File: src/sv/pac_pkg.sv
// Package with widths, register map, reset values and shared types.
`timescale 1ns / 1ps
package pac_pkg;

  localparam int unsigned TimeW   = 32;
  localparam int unsigned MeasW   = 16;
  localparam int unsigned SpW     = 10;
  localparam int unsigned EnW     = 7;
  localparam int unsigned DigW    = 11;
  localparam int unsigned DrvW    = 12;
  localparam int unsigned IntW    = 20;
  localparam int unsigned DbW     = 8;
  localparam int unsigned NumW    = SpW + IntW;
  localparam int unsigned CntW    = $clog2(NumW + 1);
  localparam int unsigned AddrW   = 4;
  localparam int unsigned InDataW = 136;
  localparam int unsigned OutDataW = 48;

  localparam logic [AddrW-3:0] RegInterval  = 2'd0;
  localparam logic [AddrW-3:0] RegSpeed     = 2'd1;
  localparam logic [AddrW-3:0] RegThreshold = 2'd2;
  localparam logic [AddrW-3:0] RegDeadband  = 2'd3;

  localparam logic [IntW-1:0] IntervalRst  = 20'd10000;
  localparam logic [SpW-1:0]  SpeedRst     = 10'd128;
  localparam logic [SpW-1:0]  ThresholdRst = 10'd96;
  localparam logic [DbW-1:0]  DeadbandRst  = 8'd5;

  typedef struct packed {
    logic [IntW-1:0] interval;
    logic [SpW-1:0]  speed;
    logic [SpW-1:0]  threshold;
    logic [DbW-1:0]  deadband;
  } cfg_t;

  typedef struct packed {
    logic busy;
    logic done;
  } div_stat_t;

endpackage

File: src/sv/pac_cfg.sv
// APB register file for pulse and cooling settings.
`timescale 1ns / 1ps
module pac_cfg import pac_pkg::*; (
  input  logic             clk_i,
  input  logic             rst_ni,
  input  logic             psel,
  input  logic             penable,
  input  logic             pwrite,
  input  logic [AddrW-1:0] paddr,
  input  logic [31:0]      pwdata,
  output logic [31:0]      prdata,
  output logic             pready,
  output cfg_t             cfg_o
);

  cfg_t cfg_q, cfg_d;
  logic wr_en;

  assign pready = 1'b1;
  assign wr_en  = psel & penable & pwrite;

  always_comb begin
    cfg_d = cfg_q;
    if (wr_en) begin
      unique case (paddr[AddrW-1:2])
        RegInterval:  cfg_d.interval  = pwdata[IntW-1:0];
        RegSpeed:     cfg_d.speed     = pwdata[SpW-1:0];
        RegThreshold: cfg_d.threshold = pwdata[SpW-1:0];
        RegDeadband:  cfg_d.deadband  = pwdata[DbW-1:0];
        default: ;
      endcase
    end
  end

  always_comb begin
    unique case (paddr[AddrW-1:2])
      RegInterval:  prdata = {{(32-IntW){1'b0}}, cfg_q.interval};
      RegSpeed:     prdata = {{(32-SpW){1'b0}}, cfg_q.speed};
      RegThreshold: prdata = {{(32-SpW){1'b0}}, cfg_q.threshold};
      RegDeadband:  prdata = {{(32-DbW){1'b0}}, cfg_q.deadband};
      default:      prdata = '0;
    endcase
  end

  always_ff @(posedge clk_i or negedge rst_ni) begin
    if (!rst_ni) begin
      cfg_q.interval  <= IntervalRst;
      cfg_q.speed     <= SpeedRst;
      cfg_q.threshold <= ThresholdRst;
      cfg_q.deadband  <= DeadbandRst;
    end else begin
      cfg_q <= cfg_d;
    end
  end

  assign cfg_o = cfg_q;

endmodule

File: src/sv/pac_div.sv
// Restoring divider, one quotient bit per cycle.
`timescale 1ns / 1ps
module pac_div import pac_pkg::*; (
  input  logic            clk_i,
  input  logic            rst_ni,
  input  logic            start_i,
  input  logic [NumW-1:0] dividend_i,
  input  logic [SpW-1:0]  divisor_i,
  output div_stat_t       stat_o,
  output logic [NumW-1:0] quotient_o
);

  logic [NumW-1:0] quo_q, quo_d;
  logic [SpW-1:0]  rem_q, rem_d;
  logic [SpW-1:0]  dvs_q, dvs_d;
  logic [CntW-1:0] cnt_q, cnt_d;
  logic            busy_q, busy_d;
  logic            done_q, done_d;
  logic [SpW:0]    trial;
  logic [SpW:0]    diff;
  logic            fits;

  assign trial = {rem_q, quo_q[NumW-1]};
  assign diff  = trial - {1'b0, dvs_q};
  assign fits  = trial >= {1'b0, dvs_q};

  always_comb begin
    quo_d  = quo_q;
    rem_d  = rem_q;
    dvs_d  = dvs_q;
    cnt_d  = cnt_q;
    busy_d = busy_q;
    done_d = 1'b0;
    if (start_i) begin
      quo_d  = dividend_i;
      rem_d  = '0;
      dvs_d  = divisor_i;
      cnt_d  = CntW'(NumW);
      busy_d = 1'b1;
    end else if (busy_q) begin
      quo_d = {quo_q[NumW-2:0], fits};
      rem_d = fits ? diff[SpW-1:0] : trial[SpW-1:0];
      cnt_d = cnt_q - 1'b1;
      if (cnt_q == CntW'(1)) begin
        busy_d = 1'b0;
        done_d = 1'b1;
      end
    end
  end

  always_ff @(posedge clk_i or negedge rst_ni) begin
    if (!rst_ni) begin
      cnt_q  <= '0;
      busy_q <= 1'b0;
      done_q <= 1'b0;
    end else begin
      cnt_q  <= cnt_d;
      busy_q <= busy_d;
      done_q <= done_d;
    end
  end

  always_ff @(posedge clk_i) begin
    quo_q <= quo_d;
    rem_q <= rem_d;
    dvs_q <= dvs_d;
  end

  assign stat_o.busy = busy_q;
  assign stat_o.done = done_q;
  assign quotient_o  = quo_q;

endmodule

File: src/sv/process_actuator_controller_unit.sv
// Top level: tick sequencer, actuator logic and held output register.
// A new input is taken only when idle, after the last result enters the output register.
// The 30-step divider computes the pulse on-time.
// A full result may wait in the output register while the next input is taken.
// Reset (async, active low) loads register defaults and clears the held output and pulse state.
`timescale 1ns / 1ps
module process_actuator_controller_unit import pac_pkg::*; (
  input  logic                clk_i,
  input  logic                rst_ni,
  input  logic                s_axis_tvalid_i,
  output logic                s_axis_tready_o,
  // time_ms, fluid_level, temperature, level_setpoint, filter_setpoint,
  // aeration_setpoint, feed_setpoint, temp_setpoint, enables, foam_active
  input  logic [InDataW-1:0]  s_axis_tdata_i,
  // direct_mode
  input  logic                s_axis_tuser_i,
  output logic                m_axis_tvalid_o,
  input  logic                m_axis_tready_i,
  // valve_bits, filter_drive, feed_drive, aeration_drive
  output logic [OutDataW-1:0] m_axis_tdata_o,
  input  logic                psel,
  input  logic                penable,
  input  logic                pwrite,
  input  logic [AddrW-1:0]    paddr,
  input  logic [31:0]         pwdata,
  output logic [31:0]         prdata,
  output logic                pready
);

  localparam logic [1:0] StIdle  = 2'd0;
  localparam logic [1:0] StStart = 2'd1;
  localparam logic [1:0] StDiv   = 2'd2;
  localparam logic [1:0] StFin   = 2'd3;

  cfg_t            cfg;
  div_stat_t       div_stat;
  logic [NumW-1:0] quotient;

  logic [1:0] state_q, state_d;
  logic [InDataW-1:0] in_q;
  logic               direct_q;

  logic            pmode_prev_q, pulse_on_q;
  logic [TimeW-1:0] pulse_start_q, pulse_end_q;
  logic [DigW-1:0] held_dig_q;
  logic [DrvW-1:0] held_filt_q, held_feed_q, held_aer_q;
  logic            out_vld_q;

  logic [TimeW-1:0] t;
  logic [MeasW-1:0] level, temp, level_sp, temp_sp;
  logic [SpW-1:0]   filter_sp, aer_sp, feed_sp;
  logic [EnW-1:0]   en;
  logic             foam;

  logic [DigW-1:0]  dig;
  logic [DrvW-1:0]  filt, aer, feed;
  logic             pmode, start_pulse, on1, stop_pulse, fin_go;
  logic [TimeW-1:0] dt, end1, next_start;
  logic signed [MeasW+1:0] temp_s, sp_lo, sp_hi;

  pac_cfg u_cfg (
    .clk_i   (clk_i),
    .rst_ni  (rst_ni),
    .psel    (psel),
    .penable (penable),
    .pwrite  (pwrite),
    .paddr   (paddr),
    .pwdata  (pwdata),
    .prdata  (prdata),
    .pready  (pready),
    .cfg_o   (cfg)
  );

  assign t         = in_q[31:0];
  assign level     = in_q[47:32];
  assign temp      = in_q[63:48];
  assign level_sp  = in_q[79:64];
  assign filter_sp = in_q[89:80];
  assign aer_sp    = in_q[99:90];
  assign feed_sp   = in_q[109:100];
  assign temp_sp   = in_q[125:110];
  assign en        = in_q[132:126];
  assign foam      = in_q[133];

  pac_div u_div (
    .clk_i      (clk_i),
    .rst_ni     (rst_ni),
    .start_i    (state_q == StStart),
    .dividend_i (NumW'(feed_sp * cfg.interval)),
    .divisor_i  (cfg.speed),
    .stat_o     (div_stat),
    .quotient_o (quotient)
  );

  assign s_axis_tready_o = (state_q == StIdle);
  assign fin_go = (state_q == StFin) && (!out_vld_q || m_axis_tready_i);

  always_comb begin
    state_d = state_q;
    unique case (state_q)
      StIdle:  if (s_axis_tvalid_i) state_d = StStart;
      StStart: state_d = StDiv;
      StDiv:   if (div_stat.done) state_d = StFin;
      StFin:   if (fin_go) state_d = StIdle;
      default: state_d = StIdle;
    endcase
  end

  // tick computation
  assign next_start = pulse_start_q + {{(TimeW-IntW){1'b0}}, cfg.interval};
  assign dt         = (cfg.speed == '0) ? '1 : {{(TimeW-NumW){1'b0}}, quotient};
  assign pmode      = feed_sp < cfg.threshold;
  assign start_pulse = pmode && en[4] && !pulse_on_q && (t > next_start);
  assign on1        = start_pulse | pulse_on_q;
  assign end1       = start_pulse ? (t + dt) : pulse_end_q;
  assign stop_pulse = pmode && on1 && (t > end1);

  assign temp_s = $signed({2'b00, temp});
  assign sp_lo  = $signed({2'b00, temp_sp}) - $signed({{(MeasW-DbW+2){1'b0}}, cfg.deadband});
  assign sp_hi  = $signed({2'b00, temp_sp}) + $signed({{(MeasW-DbW+2){1'b0}}, cfg.deadband});

  always_comb begin
    dig  = '0;
    filt = '0;
    aer  = '0;
    feed = pmode_prev_q ? held_feed_q : '0;
    if (en[0] && level < level_sp) dig[4] = 1'b1;
    if (en[1]) begin
      filt = {filter_sp, 2'b00};
      if (en[2]) dig[8] = 1'b1;
      else       dig[9] = 1'b1;
    end
    if (en[3]) begin
      aer    = {aer_sp, 2'b00};
      dig[1] = (aer_sp != '0);
      dig[3] = 1'b1;
    end
    dig[10] = foam;
    if (pmode) begin
      if (start_pulse) feed = {cfg.speed, 2'b00};
      if (stop_pulse)  feed = '0;
    end else if (en[4]) begin
      feed = {feed_sp, 2'b00};
    end
    if (en[5]) begin
      dig[6] = temp_s < sp_lo;
      dig[5] = temp_s > sp_hi;
    end
    if (en[6]) begin
      dig[0] = 1'b1;
      dig[2] = 1'b1;
    end
  end

  always_ff @(posedge clk_i or negedge rst_ni) begin
    if (!rst_ni) begin
      state_q       <= StIdle;
      pmode_prev_q  <= 1'b0;
      pulse_on_q    <= 1'b0;
      pulse_start_q <= '0;
      pulse_end_q   <= '0;
      held_dig_q    <= '0;
      held_filt_q   <= '0;
      held_feed_q   <= '0;
      held_aer_q    <= '0;
      out_vld_q     <= 1'b0;
    end else begin
      state_q <= state_d;
      if (fin_go) begin
        out_vld_q <= 1'b1;
        if (!direct_q) begin
          pmode_prev_q <= pmode;
          pulse_on_q   <= on1 & ~stop_pulse;
          if (start_pulse) begin
            pulse_start_q <= t;
            pulse_end_q   <= end1;
          end
          held_dig_q  <= dig;
          held_filt_q <= filt;
          held_feed_q <= feed;
          held_aer_q  <= aer;
        end
      end else if (m_axis_tready_i) begin
        out_vld_q <= 1'b0;
      end
    end
  end

  always_ff @(posedge clk_i) begin
    if (s_axis_tvalid_i && s_axis_tready_o) begin
      in_q     <= s_axis_tdata_i;
      direct_q <= s_axis_tuser_i;
    end
  end

  assign m_axis_tvalid_o = out_vld_q;
  assign m_axis_tdata_o  = {1'b0, held_aer_q, held_feed_q, held_filt_q, held_dig_q};

endmodule

File: config.mk
export PLATFORM = sky130hd
export DESIGN_NAME = process_actuator_controller_unit
export DESIGN_NICKNAME = d
export VERILOG_FILES = /design/src/sv/pac_pkg.sv /design/src/sv/pac_cfg.sv /design/src/sv/pac_div.sv /design/src/sv/process_actuator_controller_unit.sv
export SDC_FILE = /design/constraint.sdc
export NUM_CORES = 1
export LEC_CHECK = 0
export BUFFER_PORTS_ARGS = -buffer_cell sky130_fd_sc_hd__buf_2
export CORE_MARGIN = 2
export CORE_UTILIZATION = 25
export CTS_BUF_LIST = sky130_fd_sc_hd__clkbuf_16
export DETAILED_ROUTE_END_ITERATION = 8
export GPL_TIMING_DRIVEN = 0
export MAX_ROUTING_LAYER = met4
export PLACE_DENSITY = 0.54
export REMOVE_ABC_BUFFERS = 1
export SETUP_SLACK_MARGIN = 0.3
export SYNTH_ARGS = -nofsm -noshare
export SYNTH_HDL_FRONTEND = slang
export SYNTH_HIERARCHICAL = 1
export SYNTH_SLANG_ARGS = --single-unit
File: constraint.sdc
create_clock -name clk_i -period 6.4 [get_ports clk_i]
set_clock_uncertainty 0.1 [all_clocks]
set_input_delay 1.28 -clock clk_i [delete_from_list [all_inputs] [get_ports clk_i]]
set_output_delay 1.28 -clock clk_i [all_outputs]
set_load 0.1 [all_outputs]
==> results.yml, run 1 <==
run_status:
  status: "complete, but fails checks"
  violations: "setup timing"
clocking:
  cts_max_level: 2
  worstSkewPairLatency_ps: 600
  clock-sinks: 350
  cts_made_buffers: 44
  clock_path_buffers: 3
  cts_tree: "done"
  root_buffer: "clkbuf_16"
  holdBufCountCts: 0
  clkTransAtPathRegs_ps: 60
worst_setup_path:
  rrSetupSlack_ps: -190
  slowest_delay_ps: 430
  worstPathMaxFanout: 5
  r2r-end: "held_feed_q[2]"
  crit_buf_inv: 8
  slowest_stage: "dfrtp_2"
  critPathTopFamily: "simple AND/OR/NAND/NOR gates"
  end_kind: "register"
  crit_path_frequent_cell: "buf_4"
  reg2reg_depth: 33
  crit_type: "register to register"
  arrival_ps: 6950
  timing.rr.start: "u_cfg/cfg_o[28]"
  critPathRequiredTime_ps: 6760
  start_kind: "register"
logic_synthesis:
  avgSynthCellArea_sq_um: 10.8
  synth_area_sq_um: 26700
  synth_cells: 2482
  yosysWarnings: 6
global_routing:
  grt_util_met1_pct: 18.4
  overflow: 0
  grt_pass1_wl_um: 117000
  met3_usage_pct: 3.14
  grt_antenna_before_repair: 14
  grt_max_degree: 91
  top_usage_layer: "met2"
  grtUsageMet2_pct: 22.3
  grt_pass1_vias: 19982
  grt_usage_pct: 14.2
sta:
  timing.setup.tns_ps: -1910
  slew_headroom_pct: 22.1
  fin_crit_ps: 6590
  slew_violations: 0
  max_freq_mhz: 152
  rsz0062_at_grt: "yes"
  setup_slack_ps: -191
  worst_pin_slew_ps: 1170
  finalSetupViolCount: 12
  hold_viol: 0
  fin_crit_sh_pct: 103
hold_path:
  holdPathEnd: "held_dig_q[10]"
  min_from: "in_q[133]"
  min_path_type: "register to register"
  hold_path_depth: 2
routing:
  dr.pass1.iters: 5
  dr.first_iter.drc_count: 1000
  route.final.wire_length_um: 75700
  drc: 0
  wire_per_inst_um: 17.9
  vias_per_cell: 4.57
  vias: 19299
  ant_nets: 0
floorplan:
  die_h_um: 331
  die-area_sq_um: 110000
  core_area_sq_um: 106000
  io_pins: 263
  die_w_um: 331
  initial_core_util_pct: 25.3
  rows: 119
finish:
  area_growth_syn_to_layout_pct: 22.0
  drive_gt1_share_pct: 25.0
  regArea_sq_um: 9630
  multi_input_area_sq_um: 16700
  nets: 3374
  fill_cells: 10940
place:
  detailed_place_hpwl_um: 54000
  gp_congestion: 0.867
  io_buffers: 227
flow_run:
  maxCapViolCount: 0
[state kept, by name, summed over array words and instances, names as in the netlist]
register          count
pmode_prev_q          1
u_div/quotient_o     30
held_dig_q            9
in_q                134
m_axis_tvalid_o       1
direct_q              1
held_aer_q           10
held_filt_q          10
u_cfg/cfg_o          48
held_feed_q          12
u_div/done_q          1
pulse_end_q          32
pulse_on_q            1
pulse_start_q        32
u_div/busy_q          1
u_div/dvs_q          10
u_div/rem_q          10
u_div/cnt_q           5
state_q               2
[stage by stage]
stage	hold WS, ps	cells	setup WS (ps)	utilization (%)	area [sq um]
after floorplan	315	2390	-71.9	-	26200
after global placement	322	4008	-2790	27.5	29100
after detailed placement	336	4020	-2190	27.8	29300
after CTS	349	4177	-71.5	30.4	32100
after global routing	371	4220	-474	30.9	32600
final	338	4220	-191	30.9	32600
[cell type report]
type	count	share of cell area [%]
clock inverters	37	1.09
multi-input cells	1840	51.1
inverters	206	2.37
flip-flops and latches	350	29.5
well taps	1391	5.34
diodes	13	0.0997
repair buffers	338	7.04
clock buffers	45	3.45
[cell usage in the layout, fill, tap and decap left out, types with 15 or more instances in the layout]
cell	instances
mux2_2	88
buf_6	26
nand3_1	55
xnor2_1	72
conb_1	19
nand4_1	22
mux2i_1	45
and2_1	111
o21bai_1	15
a21oi_1	101
nand2b_1	45
ha_4	15
nor2b_1	22
a211oi_1	21
clkbuf_16	45
fa_1	143
o21ai_0	72
nor2_1	68
ha_1	250
a21o_1	33
edfxtp_1	175
inv_1	214
o21a_1	18
dfrtp_1	145
nand2_1	241
xor2_1	45
buf_2	226
buf_4	70
and3_1	15
mux2_4	54
nor3_1	22
[what timing repair did]
| action | 4_1_cts | 5_1_grt |
|---|---|---|
| resized for setup | 133 | 52 |
| buffers inserted | 69 | 30 |
| gates cloned | 6 | 0 |
| setup endpoints to repair | 88 | 47 |
| pin swaps | 72 | 51 |
[worst min-delay path: cells and delay by family, from the launching register on]
| kind | cells | cell delay [ps] |
|---|---|---|
| flip-flops | 1 | 320 |
| AND/OR/NAND/NOR | 2 | 90 |
[how the worst max path moves through the flow]
| stage | endpoint | cells after the start | startpoint |
|---|---|---|---|
| floorplan | pulse_start_q[15] | 20 | u_cfg/cfg_o[28] |
| global placement | held_feed_q[0] | 28 | u_cfg/cfg_o[28] |
| detailed placement | held_feed_q[0] | 28 | u_cfg/cfg_o[28] |
| CTS | held_feed_q[0] | 31 | u_cfg/cfg_o[28] |
| global route | held_feed_q[2] | 33 | u_cfg/cfg_o[28] |
| finish | held_feed_q[2] | 33 | u_cfg/cfg_o[28] |
[routing by layer]
| metal | routed length (um) | share of wire (%) | up-vias |
|---|---|---|---|
| met4 | 2110 | 2.8 | 0 |
| met3 | 4050 | 5.3 | 93 |
| li1 | - | - | 9276 |
| met2 | 34800 | 46 | 412 |
| met5 | 0 | 0 | - |
| met1 | 34700 | 46 | 9518 |
Power of run 1 is not shown: default switching activity piles up to over one toggle a cycle in this logic, so the estimate is an artifact.
==> run 2, diff against run 1 <==
--- a/config.mk
+++ b/config.mk
@@ -19,3 +19,4 @@
 export SYNTH_HDL_FRONTEND = slang
 export SYNTH_HIERARCHICAL = 1
 export SYNTH_SLANG_ARGS = --single-unit
+export TNS_END_PERCENT = 50
==> results.yml, run 2 (synthesis gave the netlist of run 1 again) <==
routing:
  vias_per_cell: 4.59
  vias: 19336
  dr.pass1.iters: 6
  wire_per_inst_um: 17.9
  drc: 0
  route.final.wire_length_um: 75600
  ant_nets: 0
  dr.first_iter.drc_count: 953
run_status:
  status: "complete, but fails checks"
  violations: "setup timing"
worst_setup_path:
  slowest_delay_ps: 430
  end_kind: "register"
  start_kind: "register"
  arrival_ps: 6950
  slowest_stage: "dfrtp_2"
  critPathRequiredTime_ps: 6760
  worstPathMaxFanout: 5
  crit_path_frequent_cell: "buf_4"
  crit_type: "register to register"
floorplan:
  rows: 119
  die_w_um: 331
  initial_core_util_pct: 25.3
  die-area_sq_um: 110000
  die_h_um: 331
  core_area_sq_um: 106000
  io_pins: 263
clocking:
  cts_made_buffers: 44
  cts_max_level: 2
  cts_tree: "done"
  root_buffer: "clkbuf_16"
  clkTransAtPathRegs_ps: 60
  holdBufCountCts: 0
  clock_path_buffers: 3
  clock-sinks: 350
  worstSkewPairLatency_ps: 600
finish:
  drive_gt1_share_pct: 24.7
  fill_cells: 10937
  final_util_pct: 30.8
  area_growth_syn_to_layout_pct: 21.7
  mostFrequentLayoutCell: "ha_1"
  top_register: "in_q"
  nets: 3369
  largest_reg_flops: 134
  mostFrequentLayoutCells: "ha_1 (250), nand2_1 (244), buf_2 (226)"
  finalNonFillerCells: 4216
  final_area_sq_um: 32600
sta:
  finalSetupViolCount: 12
  rsz0062_at_grt: "yes"
  worst_pin_slew_ps: 1160
  slew_violations: 0
  max_freq_mhz: 152
  slew_headroom_pct: 22.9
  fin_crit_ps: 6590
  hold_viol: 0
  setup_slack_ps: -190
  fin_crit_sh_pct: 103
flow_run:
  maxCapViolCount: 0
place:
  gp_congestion: 0.867
  detailed_place_hpwl_um: 54000
  place_inst: 4020
  place_area_sq_um: 29300
  io_buffers: 227
global_routing:
  grt_pass1_vias: 19881
  grt_max_degree: 91
  grt_antenna_before_repair: 14
  grt_pass1_wl_um: 116000
  overflow: 0
  grt_usage_pct: 14.2
hold_path:
  min_path_type: "register to register"
[run 2: cell count changes in the layout (fill, tap and decap cells not counted), moves of 2 or more]
cell / before / now
mux2_2: 88 / 92
nand3_2: 4 / 6
dfrtp_2: 9 / 11
dfrtp_1: 145 / 143
mux2_4: 54 / 50
and2_4: 3 / 1
and2_1: 111 / 113
nand2_1: 241 / 244
buf_4: 70 / 66
buf_6: 26 / 22
nand2_2: 6 / 3
[run 2: worst paths after layout]
kind / from / endpoint / slack, ps / depth (start not counted)
setup / recovery: u_cfg/cfg_o[28] / held_feed_q[2] / -190 / 33
hold / removal: in_q[133] / held_dig_q[10] / 340 / 2
setup reg to reg: u_cfg/cfg_o[28] / held_feed_q[2] / -190 / 33
hold reg to reg: in_q[133] / held_dig_q[10] / 340 / 2
max in group asynchronous: rst_ni / u_cfg/cfg_o[28] / 4610 / 2
min in group asynchronous: rst_ni / pulse_start_q[29] / 630 / 1
[run 2: metrics by stage]
stage	setup TNS (ps)	setup slack (ps)	hold WS [ps]
2_1_floorplan	-935	-71.9	315
6_report	-1910	-190	338
4_1_cts	-232	-71.5	349
3_3_place_gp	-270850	-2790	322
5_1_grt	-5730	-474	371
3_5_place_dp	-80310	-2190	336
[run 2: layout make-up]
cell class	instances	area, sq um	area share, %
clock inverter	37	357	1.10
inverter	206	773	2.38
timing repair buffer	333	2260	6.95
tap	1391	1740	5.35
multi-input combinational	1840	16600	51.1
sequential	350	9630	29.6
clock buffer	45	1130	3.46
antenna	14	35.0	0.108
[run 2: what timing repair did]
item,4_1_cts,5_1_grt
setup buffers,54,40
gates cloned,6,0
pin swaps,44,56
resized for setup,117,62
endpoints found under the setup margin,88,48
endpoints found under the hold margin,0,0
[run 2: routing by layer]
metal  vias up  share of wire (%)  global-route usage [%]
li1       9266                  -                       -
met1      9537                 45                    18.3
met2       442                 46                    22.2
met3        91                5.7                    3.14
met4         0                2.6                    4.08
met5         -                  0                       -
[run 2: worst max-delay path: cells and delay by family (launching register included)]
family                     cells  cell delay (ps)
AOI/OAI and AO/OA             10             1390
buffers and inverters          8             1210
adders and majority gates      4             1190
muxes                          1              120
and+or+nand+nor                9             1910
xor gates and xnor gates       1               70
DFF                            1              430
Power of run 2 is left out for the same reason.
